$ cat src/rtl/core/zci_pkg.sv
// Package for the zero-crossing interpolator: request types, sizes and
// helper functions. No dependencies.
`default_nettype none

package zci_pkg;

    localparam int MAX_SAMPLES    = 4096;
    localparam int IDX_W          = 13;   // sample counter, holds MAX_SAMPLES itself
    localparam int DIV_STEPS      = 17;   // quotient bits
    localparam int DIV_CNT_W      = 5;
    localparam logic [15:0] SPACING_RESET = 16'd4096;

    typedef struct packed {
        logic signed [15:0] sample_value;
        logic               frame_end;
    } zci_in_t;

    typedef struct packed {
        logic        kink_valid;
        logic [11:0] kink_index;
        logic [16:0] kink_fraction;
        logic [31:0] kink_position;
        logic [12:0] kink_number;
        logic        wrap_kink;
        logic        frame_done;
    } zci_out_t;

    // controller -> datapath
    typedef struct packed {
        logic accept;      // take input request, update frame state
        logic div_start;   // load divider operands
        logic start_wrap;  // operands of the wrap pair (else the neighbor pair)
        logic div_step;    // one quotient bit
        logic load_kink;   // push crossing result
        logic sel_wrap;    // result being pushed is the wrap crossing
        logic load_sum;    // push empty summary
    } zci_cmd_t;

    // datapath -> controller
    typedef struct packed {
        logic pair_hit;
        logic wrap_hit;
        logic last;
        logic div_done;
        logic out_free;
    } zci_stat_t;

    function automatic logic crosses(input logic signed [15:0] u1,
                                     input logic signed [15:0] u2);
        return ((u2 <= 16'sd0) && (u1 > 16'sd0)) || ((u2 >= 16'sd0) && (u1 < 16'sd0));
    endfunction

    // |u| as unsigned; -32768 maps to 32768
    function automatic logic [15:0] mag(input logic signed [15:0] u);
        return u[15] ? (~u + 16'd1) : u;
    endfunction

endpackage

`default_nettype wire

$ cat src/rtl/core/zci_ctrl.sv
// Controller for the zero-crossing interpolator: sequences accept, divide,
// scale and result push. Depends on zci_pkg.
`default_nettype none

module zci_ctrl
    import zci_pkg::*;
(
    input  wire logic      clk,
    input  wire logic      rst_n,
    input  wire logic      in_valid,
    output logic           in_stall,
    input  wire zci_stat_t stat,
    output zci_cmd_t       cmd
);

    localparam logic [2:0] S_IDLE = 3'd0;
    localparam logic [2:0] S_DISP = 3'd1;
    localparam logic [2:0] S_DIV  = 3'd2;
    localparam logic [2:0] S_MUL  = 3'd3;
    localparam logic [2:0] S_SUM  = 3'd4;

    logic [2:0] state_reg, state_next;
    logic       sel_reg, sel_next;

    always_ff @(posedge clk or negedge rst_n)
    begin
        if (!rst_n)
        begin
            state_reg <= S_IDLE;
            sel_reg   <= 1'b0;
        end
        else
        begin
            state_reg <= state_next;
            sel_reg   <= sel_next;
        end
    end

    always_comb
    begin
        state_next = state_reg;
        sel_next   = sel_reg;
        cmd        = '0;
        cmd.sel_wrap = sel_reg;
        in_stall   = 1'b1;
        unique case (state_reg)
            S_IDLE:
            begin
                in_stall = 1'b0;
                if (in_valid)
                begin
                    cmd.accept = 1'b1;
                    state_next = S_DISP;
                end
            end
            S_DISP:
            begin
                priority if (stat.pair_hit)
                begin
                    cmd.div_start  = 1'b1;
                    cmd.start_wrap = 1'b0;
                    sel_next       = 1'b0;
                    state_next     = S_DIV;
                end
                else if (stat.wrap_hit)
                begin
                    cmd.div_start  = 1'b1;
                    cmd.start_wrap = 1'b1;
                    sel_next       = 1'b1;
                    state_next     = S_DIV;
                end
                else if (stat.last)
                    state_next = S_SUM;
                else
                    state_next = S_IDLE;
            end
            S_DIV:
            begin
                cmd.div_step = 1'b1;
                if (stat.div_done)
                    state_next = S_MUL;
            end
            S_MUL:
            begin
                if (stat.out_free)
                begin
                    cmd.load_kink = 1'b1;
                    if (!sel_reg && stat.wrap_hit)
                    begin
                        cmd.div_start  = 1'b1;
                        cmd.start_wrap = 1'b1;
                        sel_next       = 1'b1;
                        state_next     = S_DIV;
                    end
                    else
                        state_next = S_IDLE;
                end
            end
            S_SUM:
            begin
                if (stat.out_free)
                begin
                    cmd.load_sum = 1'b1;
                    state_next   = S_IDLE;
                end
            end
            default:
                state_next = S_IDLE;
        endcase
    end

`ifndef SYNTHESIS
    a_div_to_mul: assert property (@(posedge clk) disable iff (!rst_n)
        (state_reg == S_DIV) && stat.div_done |=> (state_reg == S_MUL))
        else $error("divider finished but no scale step followed");
    a_sum_only_last: assert property (@(posedge clk) disable iff (!rst_n)
        (state_reg == S_SUM) |-> stat.last)
        else $error("summary outside frame end");
`endif

endmodule

`default_nettype wire

$ cat src/rtl/core/zci_datapath.sv
// Datapath of the zero-crossing interpolator: frame state, crossing check,
// radix-2 divider, position scaling and output register. Depends on zci_pkg.
`default_nettype none

module zci_datapath
    import zci_pkg::*;
(
    input  wire logic        clk,
    input  wire logic        rst_n,
    input  wire zci_in_t     in_data,
    input  wire logic        cfg_we,
    input  wire logic [15:0] cfg_data,
    input  wire zci_cmd_t    cmd,
    output zci_stat_t        stat,
    output logic             out_valid,
    input  wire logic        out_stall,
    output zci_out_t         out_data
);

    // frame state
    logic [15:0]            spacing_reg;
    logic signed [15:0]     prev_reg, first_reg;
    logic [IDX_W-1:0]       index_reg, count_reg;

    // pending job from the last accepted request
    logic                   pair_reg, wrap_reg, last_reg;
    logic [15:0]            pm1_reg, pm2_reg, wm1_reg, wm2_reg;
    logic [11:0]            pidx_reg, widx_reg;
    logic [IDX_W-1:0]       pnum_reg, wnum_reg, snum_reg;

    // divider
    logic [17:0]            r_reg;
    logic [16:0]            den_reg, q_reg;
    logic [DIV_CNT_W-1:0]   cnt_reg;

    logic                   out_valid_reg;
    zci_out_t               out_reg;

    // ---- crossing check on the incoming sample
    logic                   act, pair_c, wrap_c, last_c;
    logic signed [15:0]     prev_new, first_new;
    logic [IDX_W-1:0]       index_new, idx_m1, idx_new_m1;

    always_comb
    begin
        last_c     = in_data.frame_end;
        act        = index_reg < IDX_W'(MAX_SAMPLES);
        pair_c     = act && (index_reg != '0) && crosses(prev_reg, in_data.sample_value);
        prev_new   = act ? in_data.sample_value : prev_reg;
        first_new  = (act && (index_reg == '0)) ? in_data.sample_value : first_reg;
        index_new  = act ? index_reg + IDX_W'(1) : index_reg;
        wrap_c     = last_c && (index_new != '0) && crosses(prev_new, first_new);
        idx_m1     = index_reg - IDX_W'(1);
        idx_new_m1 = index_new - IDX_W'(1);
    end

    always_ff @(posedge clk or negedge rst_n)
    begin
        if (!rst_n)
        begin
            spacing_reg <= SPACING_RESET;
            prev_reg    <= '0;
            first_reg   <= '0;
            index_reg   <= '0;
            count_reg   <= '0;
            pair_reg    <= 1'b0;
            wrap_reg    <= 1'b0;
            last_reg    <= 1'b0;
        end
        else
        begin
            if (cfg_we)
                spacing_reg <= cfg_data;
            if (cmd.accept)
            begin
                prev_reg  <= prev_new;
                first_reg <= first_new;
                pair_reg  <= pair_c;
                wrap_reg  <= wrap_c;
                last_reg  <= last_c;
                if (last_c)
                begin
                    index_reg <= '0;
                    count_reg <= '0;
                end
                else
                begin
                    index_reg <= index_new;
                    count_reg <= count_reg + IDX_W'(pair_c);
                end
            end
        end
    end

    // job payload, no reset
    always_ff @(posedge clk)
    begin
        if (cmd.accept)
        begin
            pm1_reg  <= mag(prev_reg);
            pm2_reg  <= mag(in_data.sample_value);
            wm1_reg  <= mag(prev_new);
            wm2_reg  <= mag(first_new);
            pidx_reg <= idx_m1[11:0];
            widx_reg <= idx_new_m1[11:0];
            pnum_reg <= count_reg + IDX_W'(1);
            wnum_reg <= count_reg + IDX_W'(pair_c) + IDX_W'(1);
            snum_reg <= count_reg;
        end
    end

    // ---- restoring divider: floor(m1 * 2^16 / (m1 + m2)), one bit a cycle
    logic        ge;
    logic [17:0] diff, rem;
    logic [15:0] sm1, sm2;

    always_comb
    begin
        sm1  = cmd.start_wrap ? wm1_reg : pm1_reg;
        sm2  = cmd.start_wrap ? wm2_reg : pm2_reg;
        ge   = r_reg >= {1'b0, den_reg};
        diff = r_reg - {1'b0, den_reg};
        rem  = ge ? diff : r_reg;
    end

    always_ff @(posedge clk or negedge rst_n)
    begin
        if (!rst_n)
            cnt_reg <= '0;
        else if (cmd.div_start)
            cnt_reg <= '0;
        else if (cmd.div_step)
            cnt_reg <= cnt_reg + DIV_CNT_W'(1);
    end

    always_ff @(posedge clk)
    begin
        if (cmd.div_start)
        begin
            r_reg   <= {2'b00, sm1};
            den_reg <= {1'b0, sm1} + {1'b0, sm2};
            q_reg   <= '0;
        end
        else if (cmd.div_step)
        begin
            r_reg <= {rem[16:0], 1'b0};
            q_reg <= {q_reg[15:0], ge};
        end
    end

    // ---- position scaling, straight into the output register
    logic [11:0] kidx;
    logic [28:0] base;
    logic [44:0] prod;

    always_comb
    begin
        kidx = cmd.sel_wrap ? widx_reg : pidx_reg;
        base = {1'b0, kidx, 16'd0} + {12'd0, q_reg};
        prod = base * spacing_reg;
    end

    logic out_free;
    assign out_free = !out_valid_reg || !out_stall;

    always_ff @(posedge clk or negedge rst_n)
    begin
        if (!rst_n)
            out_valid_reg <= 1'b0;
        else if (cmd.load_kink || cmd.load_sum)
            out_valid_reg <= 1'b1;
        else if (!out_stall)
            out_valid_reg <= 1'b0;
    end

    always_ff @(posedge clk)
    begin
        if (cmd.load_kink)
        begin
            out_reg.kink_valid    <= 1'b1;
            out_reg.kink_index    <= kidx;
            out_reg.kink_fraction <= q_reg;
            out_reg.kink_position <= prod[43:12];
            out_reg.kink_number   <= cmd.sel_wrap ? wnum_reg : pnum_reg;
            out_reg.wrap_kink     <= cmd.sel_wrap;
            out_reg.frame_done    <= cmd.sel_wrap || (last_reg && !wrap_reg);
        end
        else if (cmd.load_sum)
        begin
            out_reg.kink_valid    <= 1'b0;
            out_reg.kink_index    <= '0;
            out_reg.kink_fraction <= '0;
            out_reg.kink_position <= '0;
            out_reg.kink_number   <= snum_reg;
            out_reg.wrap_kink     <= 1'b0;
            out_reg.frame_done    <= 1'b1;
        end
    end

    assign out_valid = out_valid_reg;
    assign out_data  = out_reg;

    always_comb
    begin
        stat.pair_hit = pair_reg;
        stat.wrap_hit = wrap_reg;
        stat.last     = last_reg;
        stat.div_done = cnt_reg == DIV_CNT_W'(DIV_STEPS - 1);
        stat.out_free = out_free;
    end

`ifndef SYNTHESIS
    a_index_bound: assert property (@(posedge clk) disable iff (!rst_n)
        index_reg <= IDX_W'(MAX_SAMPLES))
        else $error("sample index past frame limit");
    a_count_bound: assert property (@(posedge clk) disable iff (!rst_n)
        count_reg <= index_reg)
        else $error("more crossings than samples");
    a_div_cnt: assert property (@(posedge clk) disable iff (!rst_n)
        cmd.div_step |-> (cnt_reg < DIV_CNT_W'(DIV_STEPS)))
        else $error("divider stepped too often");
    a_frac_bound: assert property (@(posedge clk) disable iff (!rst_n)
        cmd.load_kink |-> (q_reg <= 17'd65536))
        else $error("fraction above one step");
`endif

endmodule

`default_nettype wire

$ cat src/rtl/core/zero_crossing_interpolator_core.sv
// Top level of the zero-crossing interpolator: joins controller and datapath.
// Depends on zci_pkg, zci_ctrl, zci_datapath.
`default_nettype none

// Usage:
//  - Input channel (in_valid/in_stall/in_data): one signed Q1.14 sample per
//    request, frame_end set on the frame's last sample. A request is taken
//    when in_valid is high and in_stall low.
//  - Output channel (out_valid/out_stall/out_data): zero, one or two results
//    per input request. Each crossing carries index, 17-bit fraction,
//    position (Q16.16 after spacing scale) and the running crossing count;
//    the frame's last result has frame_done set. A frame end without any
//    crossing gives one summary result with kink_valid low.
//  - cfg_we/cfg_data write sample_spacing (Q4.12); write only while idle.
//  - Sequence: a sample without a crossing is accepted, then dispatched; a
//    frame end without a crossing adds a summary push. Each crossing adds
//    the radix-2 divider steps computing u1/(u1-u2), one quotient bit per
//    step, plus a scale/output step; in_stall stays high meanwhile.
//  - Reset (rst_n, async) clears frame state, spacing returns to 1.0.
//  - A stalled receiver holds the output register; the block waits in its
//    output step and keeps in_stall high until the result can be loaded.
module zero_crossing_interpolator_core
    import zci_pkg::*;
(
    input  wire logic        clk,
    input  wire logic        rst_n,
    input  wire logic        in_valid,
    output logic             in_stall,
    input  wire zci_in_t     in_data,
    output logic             out_valid,
    input  wire logic        out_stall,
    output zci_out_t         out_data,
    input  wire logic        cfg_we,
    input  wire logic [15:0] cfg_data
);

    zci_cmd_t  cmd;
    zci_stat_t stat;

    zci_ctrl u_ctrl (
        .clk      (clk),
        .rst_n    (rst_n),
        .in_valid (in_valid),
        .in_stall (in_stall),
        .stat     (stat),
        .cmd      (cmd)
    );

    zci_datapath u_dp (
        .clk       (clk),
        .rst_n     (rst_n),
        .in_data   (in_data),
        .cfg_we    (cfg_we),
        .cfg_data  (cfg_data),
        .cmd       (cmd),
        .stat      (stat),
        .out_valid (out_valid),
        .out_stall (out_stall),
        .out_data  (out_data)
    );

endmodule

`default_nettype wire

$ cat config.mk
export PLATFORM = sky130hd
export DESIGN_NAME = zero_crossing_interpolator_core
export DESIGN_NICKNAME = d
export VERILOG_FILES = /design/src/rtl/core/zci_pkg.sv /design/src/rtl/core/zci_ctrl.sv /design/src/rtl/core/zci_datapath.sv /design/src/rtl/core/zero_crossing_interpolator_core.sv
export SDC_FILE = /design/constraint.sdc
export NUM_CORES = 2
export LEC_CHECK = 0
export ABC_AREA = 1
export ABC_CLOCK_PERIOD_IN_PS = 20700
export BUFFER_PORTS_ARGS = -buffer_cell sky130_fd_sc_hd__buf_2
export CAP_MARGIN = 20
export CORE_MARGIN = 5
export CORE_UTILIZATION = 45
export CTS_CLUSTER_SIZE = 12
export DETAILED_ROUTE_END_ITERATION = 7
export GPL_TIMING_DRIVEN = 0
export PLACE_DENSITY = 0.7
export SYNTH_ARGS = -nofsm -noshare
export SYNTH_HDL_FRONTEND = slang
export SYNTH_SLANG_ARGS = --single-unit
export TNS_END_PERCENT = 10
$ cat constraint.sdc
create_clock -name clk -period 20.7 [get_ports clk]
set_clock_uncertainty 0.05 [all_clocks]
set_input_delay 0 -clock clk [delete_from_list [all_inputs] [get_ports clk]]
set_output_delay 0 -clock clk [all_outputs]
set_load 0.05 [all_outputs]
==> metrics <==
Setup TNS 0 ps; vias in the first global route between 20,000 and 30,000; crit path launch u_ctrl.sel_reg; Hold Vio Cnt, Final 0; H-tree depth 2; clk root buf clkbuf_16; clock slew at the register clock pins of the worst setup and hold paths 60 ps; Area growth, synth to finish 12.3%; nets@finish between 4,000 and 5,000; CTS tree done; fillers around 6,800; Initial DRC Count around 2,300; Syn. warnings 0; WS Path Type flip-flop to flip-flop; unrepaired setup endpoints after global routing no; clock buffer depth 3; sequential cell area fraction in the yosys report 0.294; Post-synth EDFFs between 200 and 250; initial antenna violation count 2; routed via count 26,700; crit path max-delay cell type clkbuf_1; Via density between 5 and 6; Syn Nets 4,516; Core ar. 0.0727 mm^2; Main synth FF type edfxtp_1; pin count of the biggest net entering global routing 70; io pins between 100 and 150; reg2reg path depth 31; status complete, no violations; worst path required time 21,040 ps; max-cap violation count 0; Initial Utilization 0.452; register bit total from synthesis around 340; Syn Std Cell Area 0.0329 mm^2; CP Max Fanout 10; part of the cycle the worst path needs 0.419; Final ANT Viol Nets 0; HP Start in_data[1]; gpl congestion about 0.95; DIE AREA ~0.08 mm^2; DR WL/cell around 18 um; clk_lat worst skew 600 ps; CP endpoint u_dp.out_data[40]; hold slack approximately 150 ps; FMAX 115 MHz; CTS-repair resized insts 0; fin crit period roughly 8700 ps; Worst slew margin 0.368; Worst R2R Setup Slack approximately 12,000 ps; # diodes 0; max incr delay on CP roughly 650 ps; post-synthesis cell count about 3,900; critical path endpoint category flip-flop; endpoints failing setup 0; Avg Inst Size Synth 8.34 um^2; Total GRT Usage 0.241; worst r2r src u_ctrl.sel_reg; GRT Residual Overflow 0; Least-Margin Pin Slew around 950 ps; Final Max Slew Viols 0; Rows just under 100; Worst Setup Start Kind flip-flop; drt pass-1 iters 6; Largest register FFs 77; Arr. time, crit path around 9000 ps; IO buf count ~110; reg2reg end u_dp.out_data[40]; worst hold path type primary input to flip-flop; total CTS buffers 41; Post-CTS Hold Fix Bufs 80; final wirelength ~94 mm; Yosys cell types between 60 and 70; total clock sinks around 340; Die Height between 200 and 300 um; hpwl dp approximately 75 mm; DRC viols 0; fraction of layout cells with a size suffix above 1 0.0718; Die X 280 um; Synth async-reset ratio 0.254; first-pass GRT wire length between 100 and 150 mm; setup bufs post-CTS 0
Yosys cell counts, drive strengths merged, types with 2 or more instances:
cell      n  area share
o21a     19      0.0043
xnor2    18      0.0048
o211ai    5      0.0013
o22ai    37      0.0070
nor2    355       0.043
and3      3     0.00057
dfrtp    86       0.065
buf      30      0.0069
clkinv    5     0.00057
nor3     44      0.0078
nand4    20      0.0038
xor2    112       0.030
nand2   976        0.11
and2      5     0.00095
a21o      4     0.00091
nor4      8      0.0024
nand3b   10      0.0023
edfxtp  236        0.22
nand3   122       0.019
inv     812       0.093
ha      159       0.061
fa      376        0.23
or2      19      0.0036
a31oi    21      0.0040
mux2      2     0.00069
dfxtp    20       0.012
o31ai     3     0.00069
a21oi   121       0.019
a21boi    4     0.00091
o21ai   183       0.030
clkbuf  112       0.013
o21bai    8      0.0018
final cells by class:
class	count	area, um^2	share of cell area
Clock inverter	18	210	0.00569
Multi-Input combinational cell	2641	19500	0.528
Clock buffer	58	1120	0.0303
Buffer	142	653	0.0177
Tap cell	959	1200	0.0325
Timing Repair Buffer	199	1490	0.0405
Inverter	817	3070	0.0832
Sequential cell	343	9670	0.262
worst max-delay path: cells and delay by family, from the launching register on:
kind                     cells  cell delay (ps)
AND/OR/NAND/NOR              9             1560
flip-flops                   1              340
buffers and inverters       12             2070
AO/OA/AOI/OAI                2              490
adder cells (fa/ha/maj)      8             3910
metal layers:
metal  up-vias  routed length, um  global-route usage
li1      12600                  -                   -
met1     12800              39200               0.326
met2      1035              42800               0.387
met3       193               8410              0.0521
met4         0               3850              0.0837
met5         -                  0                   0
worst min-delay path by stage:
stage,slack (ps),to,cells after the start
after floorplan,-350,u_ctrl.sel_reg,0
after global routing,150,u_dp.pm2_reg[0],2
final,150,u_dp.pm2_reg[0],2
after detailed placement,-70,u_dp.count_reg[7],1
after global placement,160,u_dp.spacing_reg[14],3
after CTS,110,u_dp.pm2_reg[0],2
logic make-up after synthesis:
kind of cell	share of synthesized area
and+or+nand+nor	0.196
buffers and inverters	0.113
adders and majority gates	0.289
AOI/OAI and AO/OA	0.0707
DFF	0.294
xor gates and xnor gates	0.0358
muxes	0.000685
stage by stage:
stage	setup WS (ps)	util	area, um^2	instances
after floorplan	13780	-	32900	3943
after global placement	12230	0.476	34600	5016
after detailed placement	12190	0.478	34800	5021
after CTS	12120	0.508	36900	5177
after global routing	11610	0.508	36900	5177
final	12030	0.508	36900	5177
cells in the final DEF, fill, tap and decap left out, types with 5 or more instances in the layout:
| cell type | n |
|---|---|
| nand2_1 | 965 |
| inv_1 | 793 |
| fa_1 | 376 |
| nor2_1 | 333 |
| edfxtp_1 | 236 |
| ha_1 | 159 |
| o21ai_0 | 156 |
| buf_2 | 125 |
| clkbuf_1 | 123 |
| nand3_1 | 120 |
| a21oi_1 | 119 |
| xor2_1 | 110 |
| dfrtp_1 | 86 |
| dlygate4sd3_1 | 79 |
| clkbuf_16 | 41 |
| nor3_1 | 38 |
| o22ai_1 | 37 |
| a31oi_1 | 21 |
| nand4_1 | 20 |
| dfxtp_1 | 20 |
| o21a_1 | 19 |
| xnor2_1 | 18 |
| nor2_2 | 17 |
| inv_2 | 17 |
| o21ai_1 | 14 |
| o21ai_2 | 11 |
| nand3b_1 | 10 |
| or2_2 | 9 |
| nand2_2 | 8 |
| buf_4 | 8 |
| o21bai_1 | 8 |
| clkinv_1 | 7 |
| clkinv_2 | 7 |
| buf_6 | 6 |
| or2_1 | 6 |
| nor2_4 | 5 |
| and2_1 | 5 |
| nor3_2 | 5 |
| nor4_1 | 5 |
Power is not shown: default switching activity piles up to over one toggle a cycle in this logic, so the estimate is an artifact.
